[src/sv/stbs_pkg.sv]
// Shared types and item codes for the sort-then-binary-search unit.
package stbs_pkg;

	typedef logic [1:0]         mode_t;
	typedef logic signed [31:0] elem_t;
	typedef logic [7:0]         pos_t;
	typedef logic [3:0]         probes_t;

	localparam mode_t MODE_LOAD  = 2'd0;
	localparam mode_t MODE_QUERY = 2'd1;
	localparam mode_t MODE_CLEAR = 2'd2;

	localparam probes_t PROBES_MAX = 4'd15;

	typedef struct packed {
		logic lt;
		logic eq;
	} cmp_res_t;

endpackage

[src/sv/stbs_cmp.sv]
// Shared signed comparator used by both the sort and the search.
module stbs_cmp (
	input  stbs_pkg::elem_t    x,
	input  stbs_pkg::elem_t    y,
	output stbs_pkg::cmp_res_t res
);
	import stbs_pkg::*;

	always_comb begin
		res.lt = (x < y);
		res.eq = (x == y);
	end

endmodule

[config.mk]
export PLATFORM = sky130hd
export DESIGN_NAME = stbs_cmp
export DESIGN_NICKNAME = d
export VERILOG_FILES = /design/src/sv/stbs_pkg.sv /design/src/sv/stbs_cmp.sv
export SDC_FILE = /design/constraint.sdc
export NUM_CORES = 1
export LEC_CHECK = 0
export ABC_CLOCK_PERIOD_IN_PS = 2200
export BUFFER_PORTS_ARGS = -buffer_cell sky130_fd_sc_hd__buf_2
export CAP_MARGIN = 10
export CORE_MARGIN = 2
export CORE_UTILIZATION = 45
export DETAILED_ROUTE_END_ITERATION = 7
export PLACE_DENSITY_LB_ADDON = 0.2
export SYNTH_ARGS = -nofsm -noshare
export SYNTH_HDL_FRONTEND = slang
export SYNTH_SLANG_ARGS = --single-unit
[constraint.sdc]
create_clock -name vclk -period 2.2
set_input_delay 0.11 -clock vclk [all_inputs]
set_output_delay 0.11 -clock vclk [all_outputs]
set_load 0.02 [all_outputs]
==> out/metrics.cfg <==
[timing]
tightest_slew_ns=0.395
slew_headroom_pct=73.4
fin_setup_tns_ns=0
fin_crit_sh_pct=80.6
fin_crit_ns=1.77
finalSetupViolations=0
fmax_ghz=0.564
hold_viol=0
rsz0062_at_grt=no
drv_slew=0

[yosys]
synth-compound-area-share_pct=20.6
synthCells=113
syn_nets=209
synthMuxAreaShare_pct=0
ys_types=24
yosysWarnings=0
synth_top_family_by_area=adder cells
synth_simple_gate_area_share_pct=16.0
synth_xor_area_share_pct=0
synth_fa_ha_area_share_pct=48.8
synth_area_sq_um=821
synth_area_leaders=ha_1, inv_1, a21oi_1
yosysTopAreaCellShare_pct=48.8
yosysSeqAreaShare_pct=0
yosysTopAreaCell=ha_1
syn_avg_cell_area_sq_um=7.26

[final_layout]
layout_commonest_cell=buf_2
regArea_sq_um=0
clkbuf_count=0
stdcell_area_sq_um=1180
num-nets-final=277
n_antenna_cell=0
drive_gt1_share_pct=39.7
area_growth_pct=44.1
seq_cells=0
final_cell_mix=buf_2, inv_1, ha_1, a21oi_1, nand2_1

[global_routing]
grt_overflow=0
grt_pass1_wl_microns=2920
antenna_found_initial=0
grt_max_degree=5
grt_use_total_pct=17.2
grt_pass1_vias=822

[routing]
vias=967
drtAntennaViolNets=0
wl_microns=1830
routed_via_density=4.74
dr.pass1.iters=4
drc=0
initialDrtViolationCount=3
wl_per_cell_microns=8.99

[place]
hpwl_microns=1810
gp_congestion=0.711
port-buffer-count=66
place_area_sq_um=1180

[critical_path]
path_class=in -> out
worstPathRequired_ns=2.09
cp_data_arrival_time_ns=1.66
startpoint=y[19]
crit_fanout=3
cp-end-kind=primary output
start_kind=primary input

[clock_network]
postCtsSetupBuffers=0
holdBufCountCts=0
cts_resized=0

[pwr]
ir_drop_uv=89.3
power.density_nw_per_um2=161
p_leak_nw=0.765

[die]
boundaryPins=66
die_y_microns=46.7
coreArea_sq_um=1730
die_x_microns=46.7
num_rows=15
initial_core_util_pct=47.5
dieArea_sq_um=2180

[run_status]
status=complete, no violations

[hold_path]
hold_path_class=in -> out
hp-start=x[31]

[job]
max_cap_viol_count=0

-- kinds of logic (layout without fill, tap and decap cells) --
logic type,after synthesis,after routing
fa+ha+maj,32,32
buf+inv,32,98
compound gates,25,25
simple gates,24,24
-- cells in the mapped netlist --
library cell	instances
a221o_1	1
a21boi_2	1
nand4_1	6
ha_1	32
o31a_1	1
a21oi_1	11
a21oi_2	1
o22ai_2	1
a21o_1	2
o211ai_1	1
o21ai_1	1
nand3_1	2
o2111ai_1	1
nor4_2	1
nor2_1	4
nor2b_1	1
inv_1	32
o21ai_0	2
a211oi_1	1
a221oi_1	1
nand4_2	1
nor4_1	1
nor3_1	1
nand2_1	7
-- final timing paths --
kind                  depth (start not counted)  slack, ns  endpoint
worst max-delay path                          9       0.43    res[1]
worst min-delay path                          4       0.72    res[1]
-- through the flow --
step           hold WS (ns)  power [mW]  setup slack (ns)  util, %  std cells
3_5_place_dp          0.723       0.193             0.405     68.5        204
5_1_grt               0.753       0.221             0.249     68.5        204
2_1_floorplan         0.516       0.110             0.625        -        113
4_1_cts               0.728       0.194             0.407     68.5        204
3_3_place_gp          0.718       0.182             0.439     68.5        204
6_report              0.724       0.190             0.426     68.5        204
-- cell type report --
| class | count | area (sq um) |
|---|---|---|
| fillers | 169 | 544 |
| well taps | 25 | 31.3 |
| repair buffers | 66 | 330 |
| inverters | 32 | 120 |
| multi-input cells | 81 | 701 |
-- worst max-delay path, stage by stage --
cell and delay [ns]:
buf_2 0.07, inv_1 0.03, ha_1 0.32, a21oi_1 0.14, o21ai_0 0.11, a221oi_1 0.37
o2111ai_1 0.20, o22ai_2 0.13, buf_2 0.18
-- power by group --
part | switching (mW) | internal (mW)
Clock | 0 | 0
Combinational | 0.0898 | 0.100
Sequential | 0 | 0
-- per-layer routing --
metal	GRT usage (%)	vias up	part of all wire, %
met5	0	-	0
met4	0	0	0
met3	0	0	5.6
met2	39.2	31	55
met1	17.9	404	40
li1	-	532	-
Power figures use the tool's default switching activity.
